[config.mk]
export PLATFORM = sky130hd
export DESIGN_NAME = systematic_resampler
export DESIGN_NICKNAME = d
export VERILOG_FILES = /design/src/rtl/sysrs_pkg.sv /design/src/rtl/sysrs_ram.sv /design/src/rtl/systematic_resampler.sv
export SDC_FILE = /design/constraint.sdc
export NUM_CORES = 2
export LEC_CHECK = 0
export BUFFER_PORTS_ARGS = -buffer_cell sky130_fd_sc_hd__buf_2
export CELL_PAD_IN_SITES_DETAIL_PLACEMENT = 1
export CELL_PAD_IN_SITES_GLOBAL_PLACEMENT = 1
export CORE_ASPECT_RATIO = 1.5
export CORE_UTILIZATION = 33
export CTS_CLUSTER_DIAMETER = 150
export CTS_CLUSTER_SIZE = 12
export DETAILED_ROUTE_END_ITERATION = 10
export GPL_ROUTABILITY_DRIVEN = 1
export PLACE_DENSITY_LB_ADDON = 0.1
export SYNTH_ARGS = -nofsm -noshare
export SYNTH_HDL_FRONTEND = slang
export SYNTH_SLANG_ARGS = --single-unit
[constraint.sdc]
create_clock -name clock -period 12.35 [get_ports clock]
set_input_delay 0.6175 -clock clock [delete_from_list [all_inputs] [get_ports clock]]
set_output_delay 0.6175 -clock clock [all_outputs]
set_load 0.02 [all_outputs]
[src/rtl/sysrs_pkg.sv]
// Shared types and constants for the systematic resampler.
package sysrs_pkg;

   localparam int PARTICLES_DEF = 64;
   localparam int WEIGHT_W      = 16;
   localparam int OFFSET_W      = 16;
   localparam int TOTAL_W       = 22;
   localparam int INDEX_W       = 6;

   typedef struct packed {
      logic [WEIGHT_W-1:0] weight;
      logic [OFFSET_W-1:0] offset;
      logic                last;
   } req_type;

   typedef struct packed {
      logic [INDEX_W-1:0] slot;
      logic [INDEX_W-1:0] source_index;
      logic               fresh;
      logic               final_res;
   } rsp_type;

   typedef enum logic [2:0] {
      ST_LOAD,
      ST_MUL,
      ST_READ,
      ST_SCALE,
      ST_CMP,
      ST_EMIT
   } state_type;

endpackage

[src/rtl/sysrs_ram.sv]
// Generic single-write, single-read RAM with registered read data.
module sysrs_ram #(
   parameter int WIDTH = 22,
   parameter int DEPTH = 64,
   localparam int AW = (DEPTH > 1) ? $clog2(DEPTH) : 1
) (
   input  logic             clock,
   input  logic             wr_en,
   input  logic [AW-1:0]    wr_addr,
   input  logic [WIDTH-1:0] wr_data,
   input  logic [AW-1:0]    rd_addr,
   output logic [WIDTH-1:0] rd_data
);

   logic [WIDTH-1:0] mem_ff [DEPTH];
   logic [WIDTH-1:0] rd_data_ff;

   always_ff @(posedge clock) begin
      if (wr_en) begin
         mem_ff[wr_addr] <= wr_data;
      end
      rd_data_ff <= mem_ff[rd_addr];
   end

   assign rd_data = rd_data_ff;

endmodule

[src/rtl/systematic_resampler.sv]
// Systematic resampler: weight load into a cumulative-sum RAM, then a draw pass.
//
//   channel   dir  handshake               payload
//   req_      in   req_valid / req_ready   req_type: weight, offset, last
//   rsp_      out  rsp_valid / rsp_ready   rsp_type: slot, source_index, fresh, final_res
//
// Load: one weight per cycle; req_ready is high only in the load state.
// Draw: offset*total first, then a RAM read and a scale for the first compare;
//   each advance of the source pointer takes a RAM read, scale and compare, and
//   each slot a compare and an emit; a zero total emits every slot with no compare.
// The single comparator and the single RAM read port set this order of steps.
// Reset clears the state, the running total and the load count; no RAM clear.
// A stalled rsp_ready holds the current result and the whole draw pass.
module systematic_resampler import sysrs_pkg::*; #(
   parameter int PARTICLES = PARTICLES_DEF
) (
   input  logic    clock,
   input  logic    reset,
   input  logic    req_valid,
   output logic    req_ready,
   input  req_type req_data,
   output logic    rsp_valid,
   input  logic    rsp_ready,
   output rsp_type rsp_data
);

   localparam int AW = (PARTICLES > 1) ? $clog2(PARTICLES) : 1;
   localparam int JW = $clog2(PARTICLES + 1);
   localparam int LW = TOTAL_W + JW;
   localparam int CW = LW + 16;
   localparam int PW = OFFSET_W + TOTAL_W;
   localparam logic [JW-1:0] J_END     = JW'(PARTICLES);
   localparam logic [JW-1:0] J_TOP     = JW'(PARTICLES - 1);
   localparam logic [AW-1:0] LAST_SLOT = AW'(PARTICLES - 1);

   state_type          state_ff, state_in;
   logic [TOTAL_W-1:0] total_ff, total_in;
   logic [JW-1:0]      count_ff, count_in;
   logic [OFFSET_W-1:0] offset_ff, offset_in;
   logic [CW-1:0]      rhs_ff, rhs_in;
   logic [LW-1:0]      lhs_ff, lhs_in;
   logic [AW-1:0]      i_ff, i_in;
   logic [JW-1:0]      j_ff, j_in;
   logic [AW-1:0]      src_ff, src_in;

   logic               req_fire;
   logic               wr_en;
   logic [TOTAL_W-1:0] sum;
   logic [TOTAL_W-1:0] rd_data;
   logic [TOTAL_W-1:0] cum_sel;
   logic [PW-1:0]      start_prod;
   logic               less;
   logic               total_zero;

   assign req_ready  = (state_ff == ST_LOAD);
   assign rsp_valid  = (state_ff == ST_EMIT);
   assign req_fire   = req_valid && req_ready;
   assign wr_en      = req_fire && (count_ff < J_END);
   assign sum        = total_ff + TOTAL_W'(req_data.weight);
   assign cum_sel    = (j_ff < count_ff) ? rd_data : total_ff;
   assign start_prod = offset_ff * total_ff;
   assign less       = {lhs_ff, 16'h0000} < rhs_ff;
   assign total_zero = (total_ff == '0);

   sysrs_ram #(
      .WIDTH(TOTAL_W),
      .DEPTH(PARTICLES)
   ) u_cum_ram (
      .clock  (clock),
      .wr_en  (wr_en),
      .wr_addr(count_ff[AW-1:0]),
      .wr_data(sum),
      .rd_addr(j_ff[AW-1:0]),
      .rd_data(rd_data)
   );

   always_comb begin
      state_in  = state_ff;
      total_in  = total_ff;
      count_in  = count_ff;
      offset_in = offset_ff;
      rhs_in    = rhs_ff;
      lhs_in    = lhs_ff;
      i_in      = i_ff;
      j_in      = j_ff;
      src_in    = src_ff;
      unique case (state_ff)
         ST_LOAD: begin
            if (wr_en) begin
               total_in = sum;
               count_in = count_ff + 1'b1;
            end
            if (req_fire && req_data.last) begin
               offset_in = req_data.offset;
               i_in      = '0;
               j_in      = '0;
               state_in  = ST_MUL;
            end
         end
         ST_MUL: begin
            rhs_in = CW'(start_prod);
            if (total_zero) begin
               src_in   = i_ff;
               state_in = ST_EMIT;
            end else begin
               state_in = ST_READ;
            end
         end
         ST_READ: begin
            state_in = ST_SCALE;
         end
         ST_SCALE: begin
            lhs_in   = LW'(cum_sel) * LW'(PARTICLES);
            state_in = ST_CMP;
         end
         ST_CMP: begin
            if ((j_ff < J_END) && less) begin
               j_in = j_ff + 1'b1;
               // clamp when the pointer runs off the end
               if (j_ff == J_TOP) begin
                  src_in   = LAST_SLOT;
                  state_in = ST_EMIT;
               end else begin
                  state_in = ST_READ;
               end
            end else begin
               src_in   = (j_ff >= J_END) ? LAST_SLOT : j_ff[AW-1:0];
               state_in = ST_EMIT;
            end
         end
         ST_EMIT: begin
            if (rsp_ready) begin
               if (i_ff == LAST_SLOT) begin
                  total_in = '0;
                  count_in = '0;
                  state_in = ST_LOAD;
               end else begin
                  i_in   = AW'(i_ff + 1'b1);
                  rhs_in = rhs_ff + (CW'(total_ff) << 16);
                  if (total_zero) begin
                     src_in   = AW'(i_ff + 1'b1);
                     state_in = ST_EMIT;
                  end else begin
                     // lhs still holds the scaled sum at j: compare again
                     state_in = ST_CMP;
                  end
               end
            end
         end
         default: begin
            state_in = ST_LOAD;
         end
      endcase
   end

   always_ff @(posedge clock) begin
      if (reset) begin
         state_ff <= ST_LOAD;
         total_ff <= '0;
         count_ff <= '0;
      end else begin
         state_ff <= state_in;
         total_ff <= total_in;
         count_ff <= count_in;
      end
   end

   always_ff @(posedge clock) begin
      offset_ff <= offset_in;
      rhs_ff    <= rhs_in;
      lhs_ff    <= lhs_in;
      i_ff      <= i_in;
      j_ff      <= j_in;
      src_ff    <= src_in;
   end

   assign rsp_data.slot         = INDEX_W'(i_ff);
   assign rsp_data.source_index = INDEX_W'(src_ff);
   assign rsp_data.fresh        = (i_ff == '0);
   assign rsp_data.final_res    = (i_ff == LAST_SLOT);

   a_no_overlap: assert property (@(posedge clock) disable iff (reset)
      !(req_ready && rsp_valid))
      else $error("request accepted during draw pass");

   a_src_range: assert property (@(posedge clock) disable iff (reset)
      rsp_valid |-> (rsp_data.source_index < PARTICLES))
      else $error("source index out of range");

   a_pass_end: assert property (@(posedge clock) disable iff (reset)
      (rsp_valid && rsp_ready && rsp_data.final_res) |=> (req_ready && count_ff == '0))
      else $error("draw pass did not return to load");

   a_count_range: assert property (@(posedge clock) disable iff (reset)
      count_ff <= J_END)
      else $error("load count past particle count");

   a_next_slot: assert property (@(posedge clock) disable iff (reset)
      (rsp_valid && rsp_ready && !rsp_data.final_res) |=>
         (rsp_data.slot == $past(rsp_data.slot) + 1'b1))
      else $error("slot did not advance by one");

endmodule
After elaboration in Yosys (flattened, before gate mapping). Memories as Yosys holds them, arrays and structs flattened. A register that Yosys moved wholly into a read port is not among the register bits. Cells that the tools add are included.

Add/sub/neg operators: 5. Multipliers: 1. Magnitude comparators: 5. Equal/unequal tests: 16. Multiplexer cells: 37. Reduce and logical (&&, ||, !) cells: 18.

Operator list (count): two-way mux 45 bit (2); one-hot mux 45 bit (2 select lines) (1); two-way mux 22 bit (4); two-way mux 6 bit (10); adder 45 x 38 -> 45 bit (1); less-than comparator 44 x 45 -> 1 bit (1); one-hot mux 22 bit (2 select lines) (1); multiplier 16 x 22 -> 38 bit (1); two-way mux 7 bit (5); one-hot mux 7 bit (2 select lines) (2); adder 22 x 16 -> 22 bit (1); zero test 22 bit (1); two-way mux 3 bit (6); one-hot mux 3 bit (6 select lines) (1); one-hot mux 6 bit (3 select lines) (1); adder 7 x 1 -> 7 bit, second input constant (2); less-than comparator 7 bit, second input constant (2); one-hot mux 6 bit (2 select lines) (1); != test 2 x 1 -> 1 bit, second input constant (5); AND reduction 4 bit (2); equality test 7 x 6 -> 1 bit, second input constant (1); greater-or-equal comparator 7 bit, second input constant (1); less-than comparator 7 bit (1); adder 6 x 1 -> 6 bit, second input constant (1); 15 further kinds (28).

Register bits: 134. RAM bits: 1408. Logic and storage cells: 92. Memories: 1.

Memories: u_cum_ram.mem_ff (words 64, width 22, read ports 1, clocked after memory_dff 1, write ports 1, RTL line sysrs_ram.sv:15) `logic [WIDTH-1:0] mem_ff [DEPTH];`.

Longest topological paths before layout.
Word-level depth: 5. Gate-level depth with buffers: 25. Mapped depth without buffers: 23.

Cells and area by module. A second synthesis with hierarchy kept.

Cell total of the unflattened synthesis: 4530. Area total of the unflattened synthesis: 74029.8 µm².

Modules (own cells, without submodules): sysrs_ram (instances 1, cells an instance 2349, area each 54260.8 µm², seq. area each 42721.0 µm²); systematic_resampler (instances 1, cells an instance 2181, area each 19769.0 µm², seq. area each 3703.6 µm²).

Worst setup path after synthesis. Ideal clock, no wire load.

Kind: reg-to-reg. From: register total_ff[16]. To: register rhs_ff[37] (data pin). Library setup time: 270 ps. Data arrival time: 6339 ps. Path slack: 5741 ps. Cell stages (with the launch flop): 25. Buffers on the path: 2. Cell sequence: dfxtp_1 clkbuf_1 buf_1 nand2_1 fa_1 inv_1 fa_1 inv_1 fa_1 inv_1 fa_1 fa_1 inv_1 fa_1 inv_1 ha_1 nand4_1 nor2_2 a2111o_1 a21oi_2 o311a_4 or4_4 a31o_2 xnor2_1 mux2i_1.

Word-level cells in the longest chain between the ends: 4. Elaborated cells on any way between the ends: 5. Classes of those cells: add/sub (1); mul (1); mux (3).

Ends and longest elaborated chain: start, declared (RTL line systematic_resampler.sv:37) `logic [TOTAL_W-1:0] total_ff, total_in;`; start signal, assigned (RTL line systematic_resampler.sv:163) `total_ff <= total_in;`; parallel branches: the longest is 3 deep, another holds multiplier 16 x 22 -> 38 bit; one-hot mux 45 bit (2 select lines) (*) (RTL line systematic_resampler.sv:87) `unique case (state_ff)`; named net rhs_in[37] (RTL line systematic_resampler.sv:40) `logic [CW-1:0] rhs_ff, rhs_in;`; end signal, assigned (RTL line systematic_resampler.sv:170) `rhs_ff <= rhs_in;`; end, declared (RTL line systematic_resampler.sv:40).

Mark *: on every way through the listed nets, which the timed path passes. The select of a mux whose other input is x is not followed. A chain may end at the register's enable or synchronous reset.

Final worst setup path.
From: register offset_ff[7]. To: register rhs_ff[37] (data pin).

Word-level cells in the longest chain between the ends: 2.

Ends and longest elaborated chain: start, declared (RTL line systematic_resampler.sv:39) `logic [OFFSET_W-1:0] offset_ff, offset_in;`; start signal, assigned (RTL line systematic_resampler.sv:169) `offset_ff <= offset_in;`; multiplier 16 x 22 -> 38 bit (RTL line systematic_resampler.sv:61) `assign start_prod = offset_ff * total_ff;`; one-hot mux 45 bit (2 select lines) (RTL line systematic_resampler.sv:87); named net rhs_in[37] (RTL line systematic_resampler.sv:40).

The timed path passes the listed nets, and every way through them passes these cells.

==> flow_summary.ini <==
[run_status]
status = complete, no violations

[power_and_ir_drop]
p_int_w = 0.01182
swShare_pct = 37.07
switchingPower_w = 0.006963
p_clk_share_pct = 22.8
ir_drop_v = 0.0002138
p_leak_nw = 28.20
pwr-share-seq_pct = 38.9
fin_total_pwr_w = 0.01878
p_comb_share_pct = 38.3
powerDensity_nw_per_um2 = 227.2

[global_routing]
antenna_found_initial = 5
grt_max_degree = 98
overflow = 0
grt_pass1_wl_mm = 320.6
grtUsageTotal_pct = 20.06
first_global_vias = 42938

[clock_tree]
clock_sinks = 1564
worst_skew_pair.late_latency_ns = 0.82
cts_max_path_buffers = 4
clockRootBuffer = clkbuf_16
cts_tree = yes
tritoncts.num_buffers = 156
post_cts_resized = 0
h-tree-depth = 4
clkTransAtPathRegs_ns = 0.08

[critical_path]
cp.arrival_ns = 8.13
crit_top_cell = fa_1
path_class = reg -> reg
crit_required_ns = 12.85
path_cells = nand2_1, fa_1, inv_1, fa_1, fa_1, fa_1, fa_1, inv_1, fa_1, inv_1, ha_1, nand4_1, o21bai_2, or4_1, o21ai_0, o311a_4, or4_4, a31o_2, xnor2_1, mux2i_1
cp-end-kind = flop
crit_path_max_fanout = 22
worst-path-buf-inv = 3
cpMaxStageDelayCell = edfxtp_1
critPathLaunchType = flop
crit_family = adder cells
max_stage_delay_ns = 1.08

[sta]
report.final.setup_viol = 0
rsz0062_at_grt = no
period_needed_ns = 7.635
hold_viol = 0
final.setup.tns_ns = 0
setup_slack_ns = 4.715
max_freq_ghz = 0.1310
worst_pin_slew_ns = 1.415
slew_viol_final = 0
fin_crit_sh_pct = 61.82
skew_ns = 0.07894
relSlewSlack_pct = 5.677

[finish]
final_common_cell = edfxtp_1
most-common-layout-cells = 1,510 x edfxtp_1, 440 x mux4_2, 376 x inv_1
stdcell_area_um2 = 82660
final_nets = 4919
fill_cells = 21810
drive_gt1_share_pct = 20.83
areaGrowthSynthToFinish_pct = 12.24

[synth]
syn_nets = 4793
ys_seq_elements = 1564
synth_top_area_cell = edfxtp_1
synth_area_leaders = edfxtp_1 62%, mux4_2 13%, fa_1 7.6%, ha_1 3.1%, inv_1 1.9%
yosysSeqAreaShare_pct = 63.04
synth_area_um2 = 73640
ys_types = 76
yosysTopAreaCellShare_pct = 61.57
async_reset_ff_share_pct = 0
synth-main-ff-cell = edfxtp_1
avgSynthCellArea_um2 = 17.14
synthCells = 4296
synth_edf_count = 1510
yosys_warnings = 0

[place]
routabilityCongestion = 0.7909
dp_slack_ns = 4.717
port_buffers = 52
placed_area_um2 = 78340
dpl.hpwl_mm = 140.0

[floorplan]
rows = 212
core_um2 = 222000
initial_utilization_pct = 33.17
dieArea_um2 = 225100
dieHeight_um = 580.6
fp.dieW_um = 387.7
io-pin-count = 53

[worst_hold_path]
hold_path_class = in -> reg

[routing]
remaining_drc_errors = 0
antenna_left = 0
drtIter0Drc = 2294
via_per_inst = 5.191
wl_mm = 224.1
avgRoutedWirePerCell_um = 30.47
first_pass_iters = 5
vias = 38173

[job]
drv_cap = 0
## Yosys cell counts (3+ instances only)
library cell     n
a31oi_1         12
fa_1           280
buf_2           37
o221a_2          3
nor3_1          15
a211oi_1        16
mux4_2         440
a221oi_1         5
buf_1            8
xor2_1          37
nand2_1        297
nand2b_1        11
o31ai_1          9
nand4_1         15
nor4_1          12
and3_1          16
edfxtp_1      1510
or2_2            4
or3_1            8
nor2b_1         13
o21bai_1         8
a21o_1          41
dfxtp_1         54
o31a_1           3
o21a_1           8
or4_1            6
nand3b_1         3
xnor2_1         43
nor2_1         170
a22oi_1         17
mux2_2          44
mux2i_1         25
a21oi_1         79
inv_1          376
nand3_1         35
o22ai_1          5
clkbuf_1       173
and2_1         150
o211ai_1         7
o2111ai_1        5
o21ai_0         75
ha_1           180
## registers in the layout (all words and copies together) (netlist names)
signal and flops:
lhs_ff 22, src_ff 6, total_ff 22, u_cum_ram.mem_ff 1408, state_ff 3, u_cum_ram.rd_data 22, j_ff 7, count_ff 7
i_ff 6, offset_ff 16, rhs_ff 45
## final timing paths
kind                   to         start  slack (ns)  cells past startpoint
max            rhs_ff[37]  offset_ff[7]        4.72                     20
min          total_ff[13]         reset        0.43                      2
max reg2reg    rhs_ff[37]  offset_ff[7]        4.72                     20
min reg2reg  total_ff[10]  total_ff[10]        0.50                      2
## worst register-to-register path: stages (launching register included)
cell and delay (ns):
edfxtp_1 1.08, nand2_1 0.21, fa_1 0.58, inv_1 0.07
fa_1 0.48, fa_1 0.58, fa_1 0.45, fa_1 0.52
inv_1 0.05, fa_1 0.49, inv_1 0.05, ha_1 0.42
nand4_1 0.21, o21bai_2 0.22, or4_1 0.20, o21ai_0 0.21
o311a_4 0.40, or4_4 0.54, a31o_2 0.24, xnor2_1 0.24
mux2i_1 0.11
## stage by stage
step / utilization (%) / hold slack (ns) / cells
2_1_floorplan: - / 0.5083 / 4296
3_3_place_gp: 35.29 / 0.4795 / 7137
3_5_place_dp: 35.29 / 0.4909 / 7137
4_1_cts: 37.22 / 0.3295 / 7348
5_1_grt: 37.22 / 0.3807 / 7349
6_report: 37.23 / 0.4265 / 7354
## power by group through the flow
stage          Clock (W)  Combinational [W]  Sequential, W
2_1_floorplan          0            0.00456        0.00734
3_3_place_gp           0            0.00729        0.00742
3_5_place_dp           0            0.00732        0.00743
4_1_cts          0.00442            0.00743        0.00732
5_1_grt          0.00457            0.00801        0.00733
6_report         0.00428            0.00719        0.00731
## layer usage
| layer | global-route usage (%) | share of wire (%) | vias to the layer above | wire length, µm |
|---|---|---|---|---|
| li1 | - | - | 16383 | - |
| met1 | 22.54 | 38 | 20993 | 84310 |
| met2 | 39.69 | 57 | 518 | 128300 |
| met3 | 1.776 | 2.3 | 279 | 5069 |
| met4 | 5.431 | 2.9 | 0 | 6389 |
| met5 | 0 | 0 | - | 0 |
## repair_timing
item | 4_1_cts | 5_1_grt
hold endpoints to repair | 16 | 0
hold buffers | 16 | 0
setup buffers | 0 | 0
## logic make-up after synthesis
kind of cell / after synthesis / synth area share (%)
fa+ha+maj: 460 / 10.67
xor+xnor: 80 / 0.9515
flops: 1564 / 63.04
buf+inv: 595 / 3.096
mux: 509 / 14.47
simple gates: 767 / 4.898
compound gates: 321 / 2.873
## area by class of cell
class                   count  area [µm²]  area share (%)
repair buffers            186        1356           1.641
diodes                      6       15.01         0.01816
clock inverters             6       82.58         0.09991
flip-flops and latches   1564       46420           56.17
multi-input cells        2137       25690           31.08
well taps                2889        3615           4.373
inverters                 377        1415           1.712
clock buffers             189        4059           4.911
No activity file was read; power rests on OpenSTA's default activity.
